<file path="src/rtl/flc_pkg.sv">
// Shared types, widths and command codes for the FIR linear convolution block.
package flc_pkg;

   localparam int MAX_TAPS  = 64;
   localparam int IDX_W     = (MAX_TAPS > 1) ? $clog2(MAX_TAPS) : 1;
   localparam int CMP_W     = IDX_W + 8;
   localparam int DATA_W    = 16;
   localparam int PROD_W    = 2 * DATA_W;
   localparam int ACC_W     = 40;
   localparam int CMD_W     = 2;
   localparam int CIDX_W    = 6;
   localparam int TAPS_W    = 7;

   typedef logic [CMD_W-1:0]         cmd_type;
   typedef logic [CIDX_W-1:0]        cidx_type;
   typedef logic signed [DATA_W-1:0] data_type;
   typedef logic signed [PROD_W-1:0] prod_type;
   typedef logic signed [ACC_W-1:0]  acc_type;
   typedef logic [TAPS_W-1:0]        taps_type;
   typedef logic [IDX_W-1:0]         idx_type;
   typedef logic [CMP_W-1:0]         cmp_type;

   localparam cmd_type CMD_LOAD   = 2'd0;
   localparam cmd_type CMD_SAMPLE = 2'd1;
   localparam cmd_type CMD_FLUSH  = 2'd2;
   localparam cmd_type CMD_CLEAR  = 2'd3;

   localparam taps_type TAP_COUNT_RESET = 7'd64;
   localparam idx_type  LAST_IDX        = idx_type'(MAX_TAPS - 1);

   // Control of one cell of the tap ring
   typedef struct packed {
      logic shift;
      logic rotate;
      logic clear;
      logic load;
   } cell_ctl_type;

   // Control of the multiply-accumulate unit
   typedef struct packed {
      logic clear;
      logic en;
      logic mask;
   } mac_ctl_type;

endpackage

</file>
<file path="src/rtl/flc_if.sv">
// Request and response channel interfaces of the FIR linear convolution block.
interface flc_req_if;
   logic               valid;
   logic               ready;
   flc_pkg::cmd_type   cmd;
   flc_pkg::cidx_type  coef_index;
   flc_pkg::data_type  coef_value;
   flc_pkg::data_type  sample_value;

   modport source (output valid, output cmd, output coef_index, output coef_value,
                   output sample_value, input ready);
   modport sink   (input valid, input cmd, input coef_index, input coef_value,
                   input sample_value, output ready);
endinterface

interface flc_rsp_if;
   logic              valid;
   logic              ready;
   flc_pkg::acc_type  output_value;
   logic              is_tail;

   modport source (output valid, output output_value, output is_tail, input ready);
   modport sink   (input valid, input output_value, input is_tail, output ready);
endinterface

</file>
<file path="src/rtl/fir_linear_convolution.sv">
// Top level of the FIR linear convolution block: tap ring, MAC and sequencer.
//
// Usage: transactions arrive on the req channel (valid/ready) and carry a
// command. A load writes one kernel coefficient, a clear zeroes the delay
// line; both complete on acceptance and give no response. A sample shifts the sample
// into the delay line, a flush shifts in zero; each gives one response on the
// rsp channel with the exact 40-bit sum of products and is_tail set for flush.
// The csr port writes tap_count (taps at or above it count as zero).
// The taps sit in a ring of MAX_TAPS cells. After a shift the ring rotates
// once around, one tap per cycle through a single multiplier and a 40-bit
// accumulator; the sequencer then passes an add state and a done state, in
// which the response is loaded. req.ready is low until the sequencer is idle
// again, so a new sample or flush is only taken once the last one is done.
// The response sits in an output register; the next transaction is accepted
// while it waits, and the sequencer holds the new result until rsp.ready has
// emptied that register.
// Reset (synchronous, active high) zeroes the delay line, sets tap_count to
// 64 and empties the output register; coefficients hold no reset value and
// must be loaded before use.
module fir_linear_convolution (
   input  logic                 clock,
   input  logic                 reset,
   flc_req_if.sink              req,
   flc_rsp_if.source            rsp,
   input  logic                 csr_wr_en,
   input  flc_pkg::taps_type    csr_wr_data
);

   localparam logic [1:0] ST_IDLE = 2'd0;
   localparam logic [1:0] ST_RUN  = 2'd1;
   localparam logic [1:0] ST_ADD  = 2'd2;
   localparam logic [1:0] ST_DONE = 2'd3;

   logic [1:0]             state_ff, state_in;
   flc_pkg::idx_type       cnt_ff, cnt_in;
   flc_pkg::taps_type      taps_ff, taps_in;
   logic                   tail_ff, tail_in;
   logic                   out_valid_ff, out_valid_in;
   flc_pkg::acc_type       out_value_ff;
   logic                   out_tail_ff;
   logic                   take;
   logic                   load_out;
   flc_pkg::cell_ctl_type  cell_ctl;
   flc_pkg::mac_ctl_type   mac_ctl;
   flc_pkg::data_type      push_val;
   flc_pkg::acc_type       acc;
   flc_pkg::data_type      d_bus [flc_pkg::MAX_TAPS];
   flc_pkg::data_type      k_bus [flc_pkg::MAX_TAPS];

   assign req.ready = (state_ff == ST_IDLE);
   assign take      = req.valid && req.ready;
   assign push_val  = (req.cmd == flc_pkg::CMD_SAMPLE) ? req.sample_value : '0;

   // Write or hold the tap count register
   assign taps_in = csr_wr_en ? csr_wr_data : taps_ff;

   // Sequence one transaction through the ring and the MAC
   always_comb begin
      state_in = state_ff;
      cnt_in   = cnt_ff;
      tail_in  = tail_ff;
      load_out = 1'b0;
      cell_ctl = '0;
      mac_ctl  = '0;
      unique case (state_ff)
         ST_IDLE: begin
            if (take) begin
               unique case (req.cmd)
                  flc_pkg::CMD_LOAD: begin
                     cell_ctl.load = 1'b1;
                  end
                  flc_pkg::CMD_CLEAR: begin
                     cell_ctl.clear = 1'b1;
                  end
                  default: begin
                     cell_ctl.shift = 1'b1;
                     mac_ctl.clear  = 1'b1;
                     tail_in        = (req.cmd == flc_pkg::CMD_FLUSH);
                     cnt_in         = '0;
                     state_in       = ST_RUN;
                  end
               endcase
            end
         end
         ST_RUN: begin
            cell_ctl.rotate = 1'b1;
            mac_ctl.en      = 1'b1;
            mac_ctl.mask    = (flc_pkg::cmp_type'(cnt_ff) < flc_pkg::cmp_type'(taps_ff));
            if (cnt_ff == flc_pkg::LAST_IDX) begin
               cnt_in   = '0;
               state_in = ST_ADD;
            end else begin
               cnt_in = cnt_ff + flc_pkg::idx_type'(1);
            end
         end
         ST_ADD: begin
            state_in = ST_DONE;
         end
         default: begin
            if (!out_valid_ff || rsp.ready) begin
               load_out = 1'b1;
               state_in = ST_IDLE;
            end
         end
      endcase
   end

   // Fill or drain the output register
   always_comb begin
      out_valid_in = out_valid_ff;
      if (load_out) begin
         out_valid_in = 1'b1;
      end else if (rsp.ready) begin
         out_valid_in = 1'b0;
      end
   end

   always_ff @(posedge clock) begin
      if (reset) begin
         state_ff     <= ST_IDLE;
         cnt_ff       <= '0;
         taps_ff      <= flc_pkg::TAP_COUNT_RESET;
         tail_ff      <= 1'b0;
         out_valid_ff <= 1'b0;
      end else begin
         state_ff     <= state_in;
         cnt_ff       <= cnt_in;
         taps_ff      <= taps_in;
         tail_ff      <= tail_in;
         out_valid_ff <= out_valid_in;
      end
   end

   always_ff @(posedge clock) begin
      if (load_out) begin
         out_value_ff <= acc;
         out_tail_ff  <= tail_ff;
      end
   end

   assign rsp.valid        = out_valid_ff;
   assign rsp.output_value = out_value_ff;
   assign rsp.is_tail      = out_tail_ff;

   // Build the ring: shift from the previous cell, rotate from the next
   for (genvar i = 0; i < flc_pkg::MAX_TAPS; i++) begin : g_cell
      localparam int NXT = (i + 1) % flc_pkg::MAX_TAPS;
      localparam int PRV = (i == 0) ? 0 : i - 1;
      flc_pkg::data_type shift_src;

      assign shift_src = (i == 0) ? push_val : d_bus[PRV];

      flc_cell u_cell (
         .clock      (clock),
         .reset      (reset),
         .ctl        (cell_ctl),
         .cell_idx   (flc_pkg::idx_type'(i)),
         .load_index (req.coef_index),
         .load_value (req.coef_value),
         .shift_d    (shift_src),
         .rot_d      (d_bus[NXT]),
         .rot_k      (k_bus[NXT]),
         .d_out      (d_bus[i]),
         .k_out      (k_bus[i])
      );
   end

   flc_mac u_mac (
      .clock (clock),
      .reset (reset),
      .ctl   (mac_ctl),
      .a     (d_bus[0]),
      .b     (k_bus[0]),
      .acc   (acc)
   );

`ifndef SYNTHESIS
   // The ring counter sits at home whenever a transaction can be taken
   a_home_when_ready: assert property (@(posedge clock) disable iff (reset)
      req.ready |-> cnt_ff == '0)
      else $error("tap counter not at home while ready");

   // The last rotation is followed by the final accumulate cycle
   a_run_to_add: assert property (@(posedge clock) disable iff (reset)
      (state_ff == ST_RUN && cnt_ff == flc_pkg::LAST_IDX) |=> state_ff == ST_ADD)
      else $error("rotation did not end after the last tap");

   // A waiting result is never overwritten by the next one
   a_no_overwrite: assert property (@(posedge clock) disable iff (reset)
      (state_ff == ST_DONE && out_valid_ff && !rsp.ready) |=> state_ff == ST_DONE)
      else $error("result left the sequencer while the output register was full");

   // Loads and clears finish in the cycle they are accepted
   a_load_stays_idle: assert property (@(posedge clock) disable iff (reset)
      (take && (req.cmd == flc_pkg::CMD_LOAD || req.cmd == flc_pkg::CMD_CLEAR))
      |=> state_ff == ST_IDLE)
      else $error("load or clear started a ring pass");
`endif

endmodule

</file>
<file path="src/rtl/flc_cell.sv">
// One tap cell: holds one delay line entry and one coefficient of the ring.
module flc_cell (
   input  logic                   clock,
   input  logic                   reset,
   input  flc_pkg::cell_ctl_type  ctl,
   input  flc_pkg::idx_type       cell_idx,
   input  flc_pkg::cidx_type      load_index,
   input  flc_pkg::data_type      load_value,
   input  flc_pkg::data_type      shift_d,
   input  flc_pkg::data_type      rot_d,
   input  flc_pkg::data_type      rot_k,
   output flc_pkg::data_type      d_out,
   output flc_pkg::data_type      k_out
);

   flc_pkg::data_type d_ff, d_in;
   flc_pkg::data_type k_ff, k_in;
   logic              hit;

   // Match the load address against this cell's position
   assign hit = (flc_pkg::cmp_type'(load_index) == flc_pkg::cmp_type'(cell_idx));

   // Select the next delay entry: clear, shift in, or rotate
   always_comb begin
      d_in = d_ff;
      if (ctl.clear) begin
         d_in = '0;
      end else if (ctl.shift) begin
         d_in = shift_d;
      end else if (ctl.rotate) begin
         d_in = rot_d;
      end
   end

   // Select the next coefficient: load or rotate
   always_comb begin
      k_in = k_ff;
      if (ctl.load && hit) begin
         k_in = load_value;
      end else if (ctl.rotate) begin
         k_in = rot_k;
      end
   end

   always_ff @(posedge clock) begin
      if (reset) begin
         d_ff <= '0;
      end else begin
         d_ff <= d_in;
      end
   end

   always_ff @(posedge clock) begin
      k_ff <= k_in;
   end

   assign d_out = d_ff;
   assign k_out = k_ff;

endmodule

</file>
<file path="src/rtl/flc_mac.sv">
// Multiply-accumulate unit: registered product, then a 40-bit running sum.
module flc_mac (
   input  logic                  clock,
   input  logic                  reset,
   input  flc_pkg::mac_ctl_type  ctl,
   input  flc_pkg::data_type     a,
   input  flc_pkg::data_type     b,
   output flc_pkg::acc_type      acc
);

   flc_pkg::prod_type p_ff, p_in;
   logic              pv_ff, pv_in;
   flc_pkg::acc_type  acc_ff, acc_in;

   // Multiply at full product width; drop taps beyond the count in use
   assign p_in  = (ctl.en && ctl.mask) ? flc_pkg::prod_type'(a) * flc_pkg::prod_type'(b) : '0;
   assign pv_in = ctl.en && !ctl.clear;

   // Accumulate the registered product, wrapping at 40 bits
   always_comb begin
      acc_in = acc_ff;
      if (ctl.clear) begin
         acc_in = '0;
      end else if (pv_ff) begin
         acc_in = acc_ff + {{(flc_pkg::ACC_W - flc_pkg::PROD_W){p_ff[flc_pkg::PROD_W-1]}},
                            p_ff};
      end
   end

   always_ff @(posedge clock) begin
      if (reset) begin
         pv_ff <= 1'b0;
      end else begin
         pv_ff <= pv_in;
      end
   end

   always_ff @(posedge clock) begin
      p_ff   <= p_in;
      acc_ff <= acc_in;
   end

   assign acc = acc_ff;

endmodule
</file>
<file path="src/flat_wrapper.sv">
// flat-port wrapper written by rule: the top's interface ports become plain ports
module fir_linear_convolution_flat 
  (clock, reset, csr_wr_en, csr_wr_data, req_valid, req_cmd, req_coef_index, req_coef_value, req_sample_value, req_ready, rsp_valid, rsp_output_value, rsp_is_tail, rsp_ready);
  flc_req_if req_i ();
  flc_rsp_if rsp_i ();
  input  logic clock;
  input  logic reset;
  input  logic csr_wr_en;
  input  flc_pkg::taps_type csr_wr_data;
  input wire logic [$bits(req_i.valid)-1:0] req_valid;
  input wire logic [$bits(req_i.cmd)-1:0] req_cmd;
  input wire logic [$bits(req_i.coef_index)-1:0] req_coef_index;
  input wire logic [$bits(req_i.coef_value)-1:0] req_coef_value;
  input wire logic [$bits(req_i.sample_value)-1:0] req_sample_value;
  output wire logic [$bits(req_i.ready)-1:0] req_ready;
  output wire logic [$bits(rsp_i.valid)-1:0] rsp_valid;
  output wire logic [$bits(rsp_i.output_value)-1:0] rsp_output_value;
  output wire logic [$bits(rsp_i.is_tail)-1:0] rsp_is_tail;
  input wire logic [$bits(rsp_i.ready)-1:0] rsp_ready;
  assign req_i.valid = req_valid;
  assign req_i.cmd = req_cmd;
  assign req_i.coef_index = req_coef_index;
  assign req_i.coef_value = req_coef_value;
  assign req_i.sample_value = req_sample_value;
  assign req_ready = req_i.ready;
  assign rsp_valid = rsp_i.valid;
  assign rsp_output_value = rsp_i.output_value;
  assign rsp_is_tail = rsp_i.is_tail;
  assign rsp_i.ready = rsp_ready;
  fir_linear_convolution u_core (.clock(clock), .reset(reset), .req(req_i), .rsp(rsp_i), .csr_wr_en(csr_wr_en), .csr_wr_data(csr_wr_data));
endmodule
</file>
<file path="config.mk">
export PLATFORM = sky130hd
export DESIGN_NAME = fir_linear_convolution_flat
export DESIGN_NICKNAME = d
export VERILOG_FILES = /design/src/rtl/flc_pkg.sv /design/src/rtl/flc_if.sv /design/src/rtl/fir_linear_convolution.sv /design/src/rtl/flc_cell.sv /design/src/rtl/flc_mac.sv /design/src/flat_wrapper.sv
export SDC_FILE = /design/constraint.sdc
export NUM_CORES = 2
export LEC_CHECK = 0
export ABC_CLOCK_PERIOD_IN_PS = 8200
export BUFFER_PORTS_ARGS = -buffer_cell sky130_fd_sc_hd__buf_2
export CORE_UTILIZATION = 45
export CTS_BUF_LIST = sky130_fd_sc_hd__clkbuf_4
export DETAILED_ROUTE_END_ITERATION = 16
export GPL_ROUTABILITY_DRIVEN = 0
export HOLD_SLACK_MARGIN = 0.15
export PLACE_DENSITY_LB_ADDON = 0.12
export RECOVER_POWER = 100
export SYNTH_ARGS = -nofsm -noshare
export SYNTH_HDL_FRONTEND = slang
export SYNTH_SLANG_ARGS = --single-unit
</file>
<file path="constraint.sdc">
create_clock -name clock -period 8.2 [get_ports clock]
set_input_delay 0.41 -clock clock [delete_from_list [all_inputs] [get_ports clock]]
set_output_delay 0.41 -clock clock [all_outputs]
set_load 0.02 [all_outputs]
</file>
==> flow_metrics.tcl <==
set metrics [dict create \
    outcome "finished, violations left" \
    failed_checks "max-capacitance violations, max-slew violations" \
    ctsHtreeMaxLevel 6 \
    number_of_maximum_capacitance_violations 19 \
    cts_tree "yes" \
    required_ps 9390 \
    port_buffers 94 \
    fp.dieW_um 483 \
    route.final.wire_length_mm 221 \
    syn_to_final_growth_pct 10.8 \
    io_pins 95 \
    cell_area_synth_um2 104000 \
    p_int_mw 25.4 \
    post-synth-top-count-cell "nor2_1" \
    crit_type "reg2reg" \
    final_nets 9378 \
    routed-via-count 66800 \
    final.setup.tns_ps 0 \
    wl_per_cell_um 17.8 \
    dp_slack_ps 1310 \
    grt_max_degree 251 \
    fin_util_pct 50.2 \
    timing.critical_path.to_type "flop" \
    first_pass_grt_wire_length_mm 363 \
    cp_slowest_stage_delay_ps 830 \
    worst_r2r_startpoint "u_core.g_cell[0].u_cell.k_out[4]" \
    finalInstanceArea_um2 115000 \
    setup_viol 0 \
    worst_ir_drop_vdd_mv 0.286 \
    ys_seq_elements 2179 \
    synth_fp_nets 9169 \
    cts_buffers 610 \
    rsz0062_at_grt "false" \
    ff2ff_setup_slack_ps 1130 \
    place.detailed.hpwl_mm 130 \
    yosysWarnings 0 \
    synth_enable_flop_cells 1065 \
    final_min_period_over_clock_period_pct 86.2 \
    clkSlewWorstSetupHoldPaths_ps 70 \
    drt_pass1_iterations 5 \
    power.total_mw 37.6 \
    data_arrival_time_of_the_critical_path_ps 8260 \
    drt_drc_violations_left 0 \
    cts_root_buf "clkbuf_4" \
    synth_largest_type_area_fraction_pct 30.7 \
    grt_pass1_vias 68900 \
    power.share.switching_pct 32.4 \
    ctsLongestPathBuffers 4 \
    grt_remaining_overflow 0 \
    crit_path_cell_trace "nand2_1 -> fa_1 -> inv_1 -> fa_1 -> fa_1 -> fa_1 -> fa_1 -> inv_1 -> fa_1 -> inv_1 -> ha_1 -> nand2_1 -> or3_1 -> o41ai_1 -> a41oi_1 -> a21oi_1 -> nand4_1 -> o211ai_2" \
    crit_path_start_kind "flop" \
    final_cell_count_no_fill 12400 \
    slew_of_the_pin_with_the_lowest_slew_margin_ps 4690 \
    routed_via_density 5.39 \
    die_area_um2 233000 \
    dr.first_iter.drc_count 3463 \
    m1WireLength_mm 105 \
    initial_core_util_pct 45.3 \
    number_of_rows_in_the_core_area 176 \
    yosysUniqueCellTypes 67 \
    critical_path.slowest_cell "fa_1" \
    timing.critical_path.fanout_max 17 \
    post_dp_cell_area_um2 107000 \
    synth.cells.most_frequent "nor2_1 (1,181), dfxtp_1 (1,114), edfxtp_1 (1,065), mux2i_1 (1,061), mux2_2 (1,021)" \
    ant_nets 0 \
    syn-mean-instance-area_um2 11.9 \
    numPlacedInstances 11200 \
    cts_sinks 2179 \
    rr_endpoint "u_core.u_mac.p_ff[31]" \
    power.density_nw_per_um2 326 \
    timing.hold.worst.class "reg2reg" \
    hold_path_startpoint "u_core.tail_ff" \
    worst_slack_ps 1130 \
    worst_case_hold_slack_ps 445 \
    layout_cell_share_with_drive_strength_beyond_1_pct 21.9 \
    slew_headroom_pct -213 \
    synth-seq-area-share_pct 52.1 \
    dieHeight_um 483 \
    clock.fmax_mhz 141 \
    power.clock.fraction_pct 27.1 \
    route.met2.wl_mm 102 \
    min_delay_path_depth 0 \
    cts_setup_buffers 0 \
    r2r_cells 18 \
    share_seq_of_total_power_pct 44.2 \
    period_minus_slack_ps 7070 \
    crit_path_frequent_cell "fa_1" \
    core_area_um2 230000 \
    post-synth-top-area-cell "edfxtp_1" \
    synth_area_leaders "edfxtp_1 (31%), dfxtp_1 (21%), mux2_2 (11%)" \
    topRoutingLayerUsed "met5" \
    antenna_violations_before_repair 7 \
    power.leakage_nw 43.2 \
    clkLatencyLatePin_ps 1350 \
    gr-usage-all-layers_pct 18.8 \
    reported_net_switching_power_mw 12.2 \
    fin_worst_skew_ps 125 \
    power_share_of_the_combinational_group_pct 28.7 \
    ys_async_sr_fraction_pct 0 \
    detailed_routed_wire_length_on_met3_mm 9.13 \
    maxSlewViolCount 1208 \
    report.final.hold_viol_count 0 \
    yosys_most_used_dff "dfxtp_1" \
    gate_count_post_synth 8719 \
    hold_path_end "u_core.rsp.is_tail" \
]
## power groups by stage
stage	registers, mW	logic (mW)	clock network [mW]
2_1_floorplan	16.2	8.71	0
5_1_grt	16.9	12.1	11.2
6_report	16.6	10.8	10.2
3_5_place_dp	16.8	10.8	0
4_1_cts	16.6	10.9	10.6
3_3_place_gp	16.7	10.6	0
## worst max-delay path by stage
stage / from / to / slack (ps) / cells past startpoint
finish: u_core.g_cell[0].u_cell.k_out[4] / u_core.u_mac.p_ff[31] / 1130 / 18
detailed placement: u_core.g_cell[0].u_cell.k_out[4] / u_core.u_mac.p_ff[29] / 1310 / 20
CTS: u_core.g_cell[0].u_cell.k_out[4] / u_core.u_mac.p_ff[29] / 1270 / 20
global route: u_core.g_cell[0].u_cell.k_out[4] / u_core.u_mac.p_ff[31] / 770 / 18
floorplan: u_core.g_cell[0].u_cell.d_out[15] / u_core.u_mac.p_ff[29] / 1830 / 22
global placement: u_core.g_cell[0].u_cell.d_out[15] / u_core.u_mac.p_ff[29] / 1510 / 20
## layout make-up
cell class | instances | area (um2)
fill | 20700 | 115000
sequential | 2179 | 54300
multi-input combinational | 5499 | 45800
clock buffer | 925 | 6940
tap | 3026 | 3790
timing repair buffer | 322 | 2350
inverter | 316 | 1190
clock inverter | 113 | 926
antenna | 11 | 27.5
## placed cells by master (no fill, tap or decap), drive strengths merged, types with 4 or more instances in the layout
cell / netlist / routed
edfxtp: 1065 / 1065
and2: 131 / 131
o21a: 6 / 6
mux2i: 1061 / 1061
diode: 0 / 11
inv: 316 / 326
nor2: 1191 / 1191
clkinvlp: 0 / 4
a21o: 33 / 33
nand3b: 5 / 5
dfxtp: 1114 / 1114
fa: 263 / 263
bufinv: 0 / 17
clkinv: 0 / 82
nor2b: 6 / 6
a21oi: 65 / 65
clkbuf: 610 / 1042
and3: 8 / 8
o211ai: 10 / 10
buf: 115 / 89
xnor2: 48 / 48
nor3: 15 / 15
nand2b: 23 / 23
nand4: 7 / 7
ha: 135 / 135
o21ai: 77 / 77
or3: 6 / 6
xor2: 24 / 24
dlygate4sd3: 0 / 116
a211oi: 1023 / 1023
o21bai: 11 / 11
nand3: 28 / 28
nand2: 242 / 242
mux2: 1024 / 1024
a31oi: 24 / 24
## flip-flops by register name, indices dropped and copies added, names as in the netlist, 2 cells and up
register,cells
u_core.cnt_ff,6
u_core.rsp.output_value,40
u_core.taps_ff,7
u_core.u_mac.p_ff,32
u_core.state_ff,2
u_core.g_cell.u_cell.k_out,1024
u_core.u_mac.acc,40
u_core.g_cell.u_cell.d_out,1024
## worst max-delay path: cells and delay by family, from the launching register on
| family | cells | cell delay (ps) |
|---|---|---|
| AO/OA/AOI/OAI | 4 | 1410 |
| buffers and inverters | 3 | 160 |
| flip-flops | 1 | 720 |
| AND/OR/NAND/NOR | 4 | 870 |
| adder cells (fa/ha/maj) | 7 | 3820 |
## cell families after synthesis
kind of cell / Yosys count / synth area share, %
AO/OA/AOI/OAI: 1271 / 8.88
adder cells (fa/ha/maj): 398 / 6.68
flip-flops: 2179 / 52.1
AND/OR/NAND/NOR: 1673 / 6.61
XOR/XNOR: 72 / 0.606
multiplexers: 2085 / 21.3
buffers and inverters: 1041 / 3.80
## what timing repair did
action,4_1_cts,5_1_grt
hold buffers,116,0
resized for setup,0,0
endpoints found under the hold margin,1729,0
## per-layer routing
layer  vias up  global-route usage [%]
met5         -                       0
met4         4                    6.44
met3       412                    3.70
met2      1185                    30.4
met1     32900                    25.3
li1      32300                       -
(Power assumes the default switching activity.)
